===== config.mk =====
export PLATFORM = sky130hd
export DESIGN_NAME = bb3_ctrl
export DESIGN_NICKNAME = d
export VERILOG_FILES = /design/src/design/bb3_pkg.sv /design/src/design/bb3_ctrl.sv
export SDC_FILE = /design/constraint.sdc
export NUM_CORES = 1
export LEC_CHECK = 0
export BUFFER_PORTS_ARGS = -buffer_cell sky130_fd_sc_hd__buf_2
export CAP_MARGIN = 20
export CORE_MARGIN = 10
export CORE_UTILIZATION = 40
export CTS_CLUSTER_DIAMETER = 80
export DETAILED_ROUTE_END_ITERATION = 6
export HOLD_SLACK_MARGIN = 0.06
export PLACE_DENSITY = 0.64
export SYNTH_ARGS = -nofsm -noshare
export SYNTH_HDL_FRONTEND = slang
export SYNTH_SLANG_ARGS = --single-unit

===== constraint.sdc =====
create_clock -name clock -period 2.1 [get_ports clock]
set_clock_uncertainty 0.1 [all_clocks]
set_input_delay 0 -clock clock [delete_from_list [all_inputs] [get_ports clock]]
set_output_delay 0 -clock clock [all_outputs]
set_load 0.1 [all_outputs]

===== src/design/bb3_pkg.sv =====
package bb3_pkg;

   localparam int DEF_MAX_WIDTH  = 1024;
   localparam int DEF_MAX_HEIGHT = 1024;

   localparam int CFG_W     = 11;
   localparam int CSR_IDX_W = 2;
   localparam int CHAN_W    = 8;
   localparam int PIX_W     = 3 * CHAN_W;
   localparam int POS_W     = 10;

   localparam logic [CFG_W-1:0] RESET_WIDTH  = CFG_W'(640);
   localparam logic [CFG_W-1:0] RESET_HEIGHT = CFG_W'(480);

   localparam logic [CSR_IDX_W-1:0] CSR_FRAME_WIDTH  = CSR_IDX_W'(0);
   localparam logic [CSR_IDX_W-1:0] CSR_FRAME_HEIGHT = CSR_IDX_W'(1);

   // dividend 2*sum+n is at most 2*9*255+9; the quotient by 2n comes from a
   // multiply by ceil(2**RCP_SHIFT / 2n), exact for any 13-bit dividend
   localparam int SUM_W     = 12;
   localparam int DIVD_W    = 13;
   localparam int RCP_SHIFT = 18;
   localparam int RCP_W     = 18;
   localparam int PROD_W    = DIVD_W + RCP_W;

   localparam logic [RCP_W-1:0] RCP_DIV2  = RCP_W'(131072);
   localparam logic [RCP_W-1:0] RCP_DIV4  = RCP_W'(65536);
   localparam logic [RCP_W-1:0] RCP_DIV6  = RCP_W'(43691);
   localparam logic [RCP_W-1:0] RCP_DIV8  = RCP_W'(32768);
   localparam logic [RCP_W-1:0] RCP_DIV12 = RCP_W'(21846);
   localparam logic [RCP_W-1:0] RCP_DIV18 = RCP_W'(14564);

   typedef enum logic [1:0] {
      KIND_A = 2'd0,   // window centered on the previous column
      KIND_B = 2'd1,   // right edge output of a row
      KIND_D = 2'd2    // last row output during drain
   } emit_kind_type;

   typedef enum logic [1:0] {
      RD_CUR = 2'd0,
      RD_KM1 = 2'd1,
      RD_K0  = 2'd2,
      RD_KP1 = 2'd3
   } rd_sel_type;

   typedef struct packed {
      logic          accept;
      logic          rd_en;
      rd_sel_type    rd_sel;
      logic          shift_en;
      logic          wr_en;
      logic          sum_en;
      logic          div_step;
      logic          out_load;
      logic          adv_pix;
      logic          adv_drain;
      emit_kind_type kind;
   } cmd_type;

   typedef struct packed {
      logic pix_ok;
      logic drain_ok;
      logic need_a;
      logic need_b;
      logic out_free;
   } status_type;

endpackage


===== src/design/bb3_ctrl.sv =====
module bb3_ctrl (
   input  logic                clock,
   input  logic                reset,
   input  logic                req_valid,
   input  logic                req_func,
   output logic                req_ready,
   input  bb3_pkg::status_type status,
   output bb3_pkg::cmd_type    cmd
);

   typedef enum logic [9:0] {
      ST_IDLE  = 10'b00_0000_0001,
      ST_P_RD  = 10'b00_0000_0010,
      ST_P_WR  = 10'b00_0000_0100,
      ST_D_RD0 = 10'b00_0000_1000,
      ST_D_RD1 = 10'b00_0001_0000,
      ST_D_RD2 = 10'b00_0010_0000,
      ST_D_SH  = 10'b00_0100_0000,
      ST_SUM   = 10'b00_1000_0000,
      ST_DIV   = 10'b01_0000_0000,
      ST_OUT   = 10'b10_0000_0000
   } state_type;

   state_type                   state_ff, state_in;
   bb3_pkg::emit_kind_type      kind_ff, kind_in;

   always_ff @(posedge clock) begin
      if (reset) begin
         state_ff <= ST_IDLE;
         kind_ff  <= bb3_pkg::KIND_A;
      end else begin
         state_ff <= state_in;
         kind_ff  <= kind_in;
      end
   end

   always_comb begin
      state_in  = state_ff;
      kind_in   = kind_ff;
      cmd       = '0;
      cmd.kind  = kind_ff;
      req_ready = (state_ff == ST_IDLE);
      case (state_ff)
         ST_IDLE: begin
            if (req_valid) begin
               cmd.accept = 1'b1;
               if (!req_func && status.pix_ok) begin
                  state_in = ST_P_RD;
               end else if (req_func && status.drain_ok) begin
                  state_in = ST_D_RD0;
               end
            end
         end
         ST_P_RD: begin
            cmd.rd_en  = 1'b1;
            cmd.rd_sel = bb3_pkg::RD_CUR;
            state_in   = ST_P_WR;
         end
         ST_P_WR: begin
            cmd.shift_en = 1'b1;
            cmd.wr_en    = 1'b1;
            if (status.need_a) begin
               kind_in  = bb3_pkg::KIND_A;
               state_in = ST_SUM;
            end else if (status.need_b) begin
               kind_in  = bb3_pkg::KIND_B;
               state_in = ST_SUM;
            end else begin
               cmd.adv_pix = 1'b1;
               state_in    = ST_IDLE;
            end
         end
         ST_D_RD0: begin
            cmd.rd_en  = 1'b1;
            cmd.rd_sel = bb3_pkg::RD_KM1;
            state_in   = ST_D_RD1;
         end
         ST_D_RD1: begin
            cmd.rd_en    = 1'b1;
            cmd.rd_sel   = bb3_pkg::RD_K0;
            cmd.shift_en = 1'b1;
            state_in     = ST_D_RD2;
         end
         ST_D_RD2: begin
            cmd.rd_en    = 1'b1;
            cmd.rd_sel   = bb3_pkg::RD_KP1;
            cmd.shift_en = 1'b1;
            state_in     = ST_D_SH;
         end
         ST_D_SH: begin
            cmd.shift_en = 1'b1;
            kind_in      = bb3_pkg::KIND_D;
            state_in     = ST_SUM;
         end
         ST_SUM: begin
            cmd.sum_en = 1'b1;
            state_in   = ST_DIV;
         end
         ST_DIV: begin
            cmd.div_step = 1'b1;
            state_in     = ST_OUT;
         end
         ST_OUT: begin
            if (status.out_free) begin
               cmd.out_load = 1'b1;
               if (kind_ff == bb3_pkg::KIND_A && status.need_b) begin
                  kind_in  = bb3_pkg::KIND_B;
                  state_in = ST_SUM;
               end else if (kind_ff == bb3_pkg::KIND_D) begin
                  cmd.adv_drain = 1'b1;
                  state_in      = ST_IDLE;
               end else begin
                  cmd.adv_pix = 1'b1;
                  state_in    = ST_IDLE;
               end
            end
         end
         default: begin
            state_in = ST_IDLE;
         end
      endcase
   end

endmodule


==> results of run 1 <==
[flip-flops by register name (all words and copies together) (netlist names)]
name      cells
state_ff     10
kind_ff       2
[through the flow]
step / utilization / total power, mW / instance area (um^2) / setup WS (ns)
floorplan: - / 0.511 / 990 / -0.572
global placement: 0.635 / 0.586 / 1300 / 0.118
detailed placement: 0.635 / 0.594 / 1300 / 0.0446
CTS: 0.720 / 0.811 / 1470 / -0.0242
global route: 0.775 / 0.885 / 1580 / -0.109
finish: 0.775 / 0.845 / 1580 / -0.0102
[final timing paths]
check | depth (start not counted) | slack (ns) | end | from
setup reg to reg | 6 | 0.13 | state_ff[0]$_SDFFE_PP1P_ | state_ff[0]$_SDFFE_PP1P_
hold reg to reg | 1 | 0.38 | state_ff[9]$_SDFFE_PP0P_ | state_ff[6]$_SDFFE_PP0P_
setup / recovery | 5 | -0.01 | cmd[2] | state_ff[0]$_SDFFE_PP1P_
hold / removal | 3 | 0.35 | kind_ff[0]$_SDFFE_PP0P_ | status[2]
[worst max-delay path, stage by stage (launching register included)]
cell and delay, ns:
dfxtp_4 0.36, or4_4 0.59, nor3_4 0.23, nand2_2 0.12, nor3b_4 0.22, buf_12 0.20
[repair_timing]
action                                  in CTS  in global routing
endpoints found under the hold margin        6                  0
hold buffers                                 7                  0
pin swaps                                    1                  6
buffers inserted                             3                  4
endpoints found under the setup margin       8                 17
gates resized for setup                     14                 20
cloned                                       0                  0
[power groups by stage]
| stage | Sequential (mW) | Clock [mW] | Combinational [mW] |
|---|---|---|---|
| 6_report | 0.251 | 0.191 | 0.403 |
| 5_1_grt | 0.254 | 0.205 | 0.426 |
| 4_1_cts | 0.250 | 0.194 | 0.367 |
| 3_5_place_dp | 0.258 | 0 | 0.336 |
| 3_3_place_gp | 0.257 | 0 | 0.329 |
| 2_1_floorplan | 0.244 | 0 | 0.266 |
[final cells by class]
cell class,count,share of cell area
multi-input combinational,83,0.476
clock buffer,4,0.0229
tap,27,0.0213
inverter,6,0.0206
sequential,12,0.161
timing repair buffer,46,0.298
[cells in the final DEF, fill, tap and decap left out, drive strengths merged, types with 4 or more instances in the layout]
cell          n
buf          36
clkbuf        7
dfxtp        12
dlygate4sd3   7
inv           4
nand2         7
nand3         4
nor2         10
nor3          5
nor4          5
o21ai         5
[kinds of logic after synthesis]
logic type             share of synthesized area
flip-flops                                 0.271
multiplexers                              0.0240
XOR/XNOR                                  0.0395
buffers and inverters                     0.0902
AO/OA/AOI/OAI                              0.175
AND/OR/NAND/NOR                            0.401
[per-layer routing]
layer / vias to the layer above / track usage / share of wire / routed length, um
met5: - / 0 / 0 / 0
met4: 0 / 0.0282 / 0.015 / 47
met3: 6 / 0.0535 / 0.068 / 208
met2: 34 / 0.226 / 0.50 / 1530
met1: 495 / 0.157 / 0.42 / 1280
li1: 487 / - / - / -
==> results.cfg, run 1 <==
[outcome]
status = finished with violations
violations = negative setup slack

[layout]
area_growth_syn_to_layout_pct = 78.4
drive_gt1_frac = 0.550
fillCellCount = 131
final_cells = 178
final-seq-area_um2 = 255
nets = 161
multiInputGateArea_um2 = 753
antenna_cells = 0

[logic_synthesis]
ys_seq_area_frac = 0.271
synthTopCellsByCount = dfxtp_1 (12), nor2_1 (10), buf_2 (7), nand2_1 (7)
syn_avg_cell_area_um2 = 8.06
synth_most_common_cell = dfxtp_1
synth_area_leaders = dfxtp_1 (27%), nor2_1 (4.2%), buf_2 (3.9%), nor4_1 (3.5%), a2111oi_4 (3.1%)
ys_types = 45
synth_edf_count = 0
netlist_area_um2 = 887
syn-num-nets = 119
synth_seq_cells = 12
synth_top_area_frac = 0.271
ys.warnings.count = 0
ys.flop_type = dfxtp_1
synthArstFlopShare = 0
yosys.area.top_type = dfxtp_1
synthCells = 110

[place]
dp.cells = 160
port_buffers = 22
place_congestion = 0.840
hpwl_um = 2100

[die]
initial_core_util = 0.434
die_area_um2 = 4500
num_rows = 16
boundaryPins = 23
core_area_um2 = 2040
die_w_um = 67.1
fp.dieH_um = 67.1

[setup_path]
critical_path.max_fanout = 4
critical_path_class = reg2out
start_kind = flop
endpoint_kind = primary output
cp.arrival_ns = 2.01
cp.required_ns = 2.00

[timing]
setup_tns_ns = -0.0169
hold_viol = 0
rsz0062_at_grt = true
fin_crit_ns = 2.11
fmax_mhz = 474
fin_crit_sh = 1.00
drv_slew = 0
layout_setup_ws_ns = -0.0102
fin_hold_ws_ns = 0.350
worst_slew_pin_slew_ns = 0.500
slew_headroom = 0.664
finalSetupViolCount = 2

[worst_hold_path]
hp-class = in2reg

[global_routing]
grt_usage = 0.135
antenna_found_initial = 0
grt_pass1_wl_um = 4780
grt_max_degree = 9
grt_pass1_vias = 959
grt-ovfl-total = 0

[power]
internal_power_uw = 508
power.share.clock = 0.226
p_per_area_nw_per_um2 = 534
p_leak_nw = 0.632
p_seq_frac = 0.297
ir_drop_uv = 488
netSwitchingFraction = 0.399
power_switching_uw = 337
power_frac_comb = 0.477

[clock_network]
insertion_delay_ns = 0.28
htree_levels = 1
cts_inserted_buffers = 3
cts.clk_slew.worst_paths_ns = 0.08
clock-sinks = 12
cts-root-buf = clkbuf_4
cts_tree = built
cts_buffer_depth = 2

[run]
max_cap_viol_count = 0

[routing]
route.detailed.drc = 0
first_pass_iters = 4
drtIter0Drc = 49
vias_per_cell = 5.74
vias = 1022
routedWlPerCell_um = 17.2
postRouteAntennaNets = 0
routed_wl_um = 3070
Power figures use the tool's default switching activity.
==> run 2: changes to the inputs <==
--- a/config.mk
+++ b/config.mk
@@ -12,7 +12,7 @@
 export CTS_CLUSTER_DIAMETER = 80
 export DETAILED_ROUTE_END_ITERATION = 6
 export HOLD_SLACK_MARGIN = 0.06
-export PLACE_DENSITY = 0.64
+export PLACE_DENSITY = 0.67
 export SYNTH_ARGS = -nofsm -noshare
 export SYNTH_HDL_FRONTEND = slang
 export SYNTH_SLANG_ARGS = --single-unit
==> run 2 against run 1 <==
  * The run still ends with negative setup slack left
  * Fmax shrank 0.32%
  * Flip-flop and latch count is the same
  * Sequential share of layout area down 0.057 points
  * Setup slack worse by 0.0068 ns
  * Combinational power fell by 2%
  * Global-route usage grew 0.34 points
  * Critical path type unchanged
==> results.cfg, run 2 (synthesis gave the netlist of run 1 again) <==
[die]
die_w_um = 67.1
num_rows = 16
fp.dieH_um = 67.1
die_area_um2 = 4500
initial_core_util = 0.434
boundaryPins = 23
core_area_um2 = 2040

[power]
netSwitchingFraction = 0.397
power_frac_comb = 0.471
power.share.clock = 0.232
power_switching_uw = 332
ir_drop_uv = 358
internal_power_uw = 504
p_per_area_nw_per_um2 = 531
p_leak_nw = 0.638
p_seq_frac = 0.296

[timing]
finalSetupViolCount = 2
setup_tns_ns = -0.0252
slew_headroom = 0.680
drv_slew = 0
worst_slew_pin_slew_ns = 0.480
fmax_mhz = 472
hold_viol = 0
rsz0062_at_grt = true
fin_crit_ns = 2.12
layout_setup_ws_ns = -0.0170
fin_crit_sh = 1.01

[global_routing]
grt_usage = 0.138
grt_pass1_vias = 1066
grt-ovfl-total = 0
grt_max_degree = 8
antenna_found_initial = 0
grt_pass1_wl_um = 4910

[layout]
final_common_cell = buf_4
top_register = state_ff
largest_reg_flops = 10
final_cells = 181
antenna_cells = 0
nets = 164
reg_top3 = state_ff (10), kind_ff (2)
final_util = 0.770
final_cell_mix = buf_4 (20), buf_2 (12), nor2_1 (10)
drive_gt1_frac = 0.532
area_growth_syn_to_layout_pct = 77.3

[routing]
routed_wl_um = 3140
drtIter0Drc = 67
vias = 1063
vias_per_cell = 5.87
routedWlPerCell_um = 17.3
first_pass_iters = 4
postRouteAntennaNets = 0
route.detailed.drc = 0

[place]
port_buffers = 22
place_congestion = 0.930
dp.cells = 161
hpwl_um = 2190

[setup_path]
start_kind = flop
endpoint = cmd[9]
r2r_slack_ns = 0.07
r2r_cells = 6
endpoint_kind = primary output
r2r_end = kind_ff[1]$_SDFFE_PP0P_
startpoint = state_ff[6]$_SDFFE_PP0P_
cp.arrival_ns = 2.02
critical_path.max_fanout = 7
reg2reg_from = state_ff[0]$_SDFFE_PP1P_
critical_path_class = reg2out
cp.required_ns = 2.00

[outcome]
violations = negative setup slack
status = finished with violations

[clock_network]
insertion_delay_ns = 0.28
cts-root-buf = clkbuf_4
cts.clk_slew.worst_paths_ns = 0.09
clock-sinks = 12
cts_inserted_buffers = 3
htree_levels = 1
cts_tree = built
cts_buffer_depth = 2

[worst_hold_path]
hp-class = in2reg

[run]
max_cap_viol_count = 0
==> run 2: changes by cell type in the layout (fill, tap and decap cells not counted), sizes merged <==
cell,previous run,this run
buf,36,42
clkbuf,7,5
dlygate4sd3,7,6
==> run 2: stage by stage <==
step | power, mW | instance area [um^2] | setup WS [ns] | hold WS [ns]
finish | 0.836 | 1570 | -0.0170 | 0.0529
global route | 0.871 | 1570 | -0.0578 | 0.0614
CTS | 0.807 | 1510 | -0.0177 | 0.0619
detailed placement | 0.593 | 1300 | 0.0121 | 0.110
global placement | 0.586 | 1300 | 0.0733 | 0.106
floorplan | 0.511 | 990 | -0.572 | -0.0309
==> run 2: layer usage <==
| layer | part of all wire | vias up | wire (um) | GRT usage |
|---|---|---|---|---|
| met1 | 0.41 | 505 | 1280 | 0.149 |
| met5 | 0 | - | 0 | 0 |
| li1 | - | 491 | - | - |
| met3 | 0.086 | 11 | 270 | 0.0435 |
| met2 | 0.48 | 56 | 1510 | 0.244 |
| met4 | 0.022 | 0 | 68 | 0.0538 |
==> run 2: repair_timing <==
action	in CTS	in global routing
setup buffers	6	4
hold buffers	6	0
endpoints found under the hold margin	6	0
resized for setup	17	10
pin swaps	2	5
endpoints found under the setup margin	6	10
==> run 2: area by class of cell <==
| cell class | instances | area, um^2 |
|---|---|---|
| inverter | 6 | 32.5 |
| sequential | 12 | 253 |
| timing repair buffer | 49 | 487 |
| multi-input combinational | 83 | 731 |
| tap | 27 | 33.8 |
| clock buffer | 4 | 36.3 |
| fill | 143 | 469 |
==> run 2: how the worst min path moves through the flow <==
| stage | startpoint | end | slack [ns] | cells after the start |
|---|---|---|---|---|
| floorplan | reset | kind_ff[1]$_SDFFE_PP0P_ | -0.03 | 1 |
| detailed placement | status[2] | kind_ff[0]$_SDFFE_PP0P_ | 0.11 | 2 |
| finish | req_valid | state_ff[1]$_SDFFE_PP0P_ | 0.05 | 3 |
| CTS | req_valid | state_ff[1]$_SDFFE_PP0P_ | 0.06 | 3 |
| global route | req_valid | state_ff[1]$_SDFFE_PP0P_ | 0.06 | 3 |
| global placement | status[2] | kind_ff[0]$_SDFFE_PP0P_ | 0.11 | 2 |
==> run 2: critical path: stages (launching register included) <==
cell and delay, ns:
dfxtp_4 0.38, or3_4 0.44, nor4b_4 0.30, buf_4 0.16, nand2_1 0.08, o31ai_2 0.11
clkbuf_16 0.27
==> run 2: power by group through the flow <==
stage / combinational [mW] / sequential (mW) / clock (mW)
3_5_place_dp: 0.334 / 0.259 / 0
6_report: 0.394 / 0.248 / 0.194
5_1_grt: 0.417 / 0.249 / 0.205
4_1_cts: 0.365 / 0.248 / 0.194
3_3_place_gp: 0.328 / 0.257 / 0
2_1_floorplan: 0.266 / 0.244 / 0
==> run 3: changes to the inputs <==
--- a/config.mk
+++ b/config.mk
@@ -8,11 +8,11 @@
 export BUFFER_PORTS_ARGS = -buffer_cell sky130_fd_sc_hd__buf_2
 export CAP_MARGIN = 20
 export CORE_MARGIN = 10
-export CORE_UTILIZATION = 40
+export CORE_UTILIZATION = 51
 export CTS_CLUSTER_DIAMETER = 80
 export DETAILED_ROUTE_END_ITERATION = 6
 export HOLD_SLACK_MARGIN = 0.06
-export PLACE_DENSITY = 0.67
+export PLACE_DENSITY = 0.81
 export SYNTH_ARGS = -nofsm -noshare
 export SYNTH_HDL_FRONTEND = slang
 export SYNTH_SLANG_ARGS = --single-unit
==> run 3 against run 2 <==
  * Fmax down 1.1%
  * The run still ends with negative setup slack left
  * Setup slack worse by 0.024 ns
  * Clock power up 11%
  * Wire length up 28%
  * Flip-flop and latch count unchanged
  * Largest power group unchanged
  * Final area down 3.2%
  * Critical endpoint is now cmd[3]
  * Die area down 15%
  * Count of clock-buffer cells in the layout unchanged
  * Sequential share of layout area up 0.36 points
  * Combinational power about the same
==> results.cfg, run 3 (synthesis gave the netlist of run 1 again) <==
[outcome]
status = finished with violations
violations = negative setup slack

[layout]
drive_gt1_frac = 0.500
largest_reg_flops = 10
antenna_cells = 0
final_cell_mix = buf_4 (12), buf_2 (11), nor2_1 (10), buf_12 (10), dfxtp_1 (8)
nets = 158
final-seq-area_um2 = 250
fillCellCount = 66
reg_top3 = state_ff (10), kind_ff (2)
multiInputGateArea_um2 = 737
top_register = state_ff
area_growth_syn_to_layout_pct = 71.7
final_common_cell = buf_4

[routing]
vias = 1146
first_pass_iters = 4
vias_per_cell = 6.95
route.detailed.drc = 0
routedWlPerCell_um = 24.3
drtIter0Drc = 111
postRouteAntennaNets = 0
routed_wl_um = 4010

[setup_path]
cp.required_ns = 2.00
critical_path.max_fanout = 4
crit_buf_inv = 2
endpoint_kind = primary output
crit_slowest_cell = or4b_4
crit_family = simple AND/OR/NAND/NOR gates
start_kind = flop
crit_chain = or4b_4, or3_4, clkinv_4, nand2_4, nand2_8, buf_12
slowest_delay_ns = 0.50
critical_path_class = reg2out
cp.arrival_ns = 2.04

[clock_network]
cts.clk_slew.worst_paths_ns = 0.10
cts_tree = built
cts-root-buf = clkbuf_4
htree_levels = 1
cts_buffer_depth = 2
insertion_delay_ns = 0.30
cts_inserted_buffers = 3
clock-sinks = 12

[global_routing]
grt_pass1_vias = 986
grt-ovfl-total = 0
grt_usage = 0.170
grt_pass1_wl_um = 4880
grt_max_degree = 10
antenna_found_initial = 0

[die]
fp.dieH_um = 61.7
die_w_um = 61.7
core_area_um2 = 1690
num_rows = 15
boundaryPins = 23
initial_core_util = 0.525
die_area_um2 = 3810

[place]
port_buffers = 22
place_congestion = 0.863
pre_cts_slack_ns = 0.00415
hpwl_um = 2030

[timing]
setup_tns_ns = -0.102
finalSetupViolCount = 3
slew_headroom = 0.664
fmax_mhz = 467
layout_setup_ws_ns = -0.0415
drv_slew = 0
worst_slew_pin_slew_ns = 0.500
fin_crit_sh = 1.02
rsz0062_at_grt = true
hold_viol = 0
fin_crit_ns = 2.14

[power]
p_leak_nw = 0.599
ir_drop_uv = 455
p_per_area_nw_per_um2 = 565

[worst_hold_path]
hp-class = in2reg

[run]
max_cap_viol_count = 0
[run 3: cell types whose count changed in the layout (fill, tap and decap cells not counted), sizes merged]
cell and change:
buf -7, dlygate4sd3 +1
[run 3: area by class of cell]
type                       instances  share of cell area
clock buffer                       4              0.0238
inverter                           6              0.0214
multi-input combinational         83               0.484
sequential                        12               0.164
tap                               17              0.0140
timing repair buffer              43               0.293
[run 3: worst paths after layout]
check | from | to | slack [ns] | cells after the start
max reg2reg | state_ff[2]$_SDFFE_PP0P_ | kind_ff[0]$_SDFFE_PP0P_ | 0.02 | 5
max | state_ff[2]$_SDFFE_PP0P_ | cmd[3] | -0.04 | 6
min | status[2] | kind_ff[0]$_SDFFE_PP0P_ | 0.35 | 3
min reg2reg | kind_ff[1]$_SDFFE_PP0P_ | kind_ff[1]$_SDFFE_PP0P_ | 0.52 | 2
[run 3: power breakdown]
part	switching (mW)	internal (mW)	total, mW
clock	0.109	0.106	0.215
combinational	0.247	0.149	0.396
sequential	0.0108	0.239	0.249
total	0.367	0.494	0.861
[run 3: tightest hold or removal path, delay by kind of cell]
family | cells | cell delay (ns)
AO/OA/AOI/OAI | 1 | 0.06
buffers and inverters | 2 | 0.64
[run 3: metal layers]
| metal | routed length, um | track usage | vias to the layer above | part of all wire |
|---|---|---|---|---|
| li1 | - | - | 482 | - |
| met1 | 1520 | 0.190 | 534 | 0.38 |
| met2 | 1910 | 0.309 | 98 | 0.48 |
| met3 | 363 | 0.0467 | 32 | 0.091 |
| met4 | 222 | 0.0382 | 0 | 0.055 |
| met5 | 0 | 0 | - | 0 |
[run 3: repair_timing]
item / CTS / global route
setup endpoints to repair: 6 / 12
pin swaps: 2 / 4
hold buffers: 7 / 0
setup buffers: 5 / 2
endpoints found under the hold margin: 6 / 0
gates resized for setup: 12 / 14
[run 3: through the flow]
stage	cell area, um^2	total power, mW	std cells	hold WS (ns)	util
2_1_floorplan	990	0.511	110	-0.0309	-
3_3_place_gp	1260	0.579	147	0.103	0.747
3_5_place_dp	1260	0.587	147	0.111	0.747
4_1_cts	1440	0.794	163	0.361	0.851
5_1_grt	1520	0.885	165	0.360	0.901
6_report	1520	0.861	165	0.346	0.901
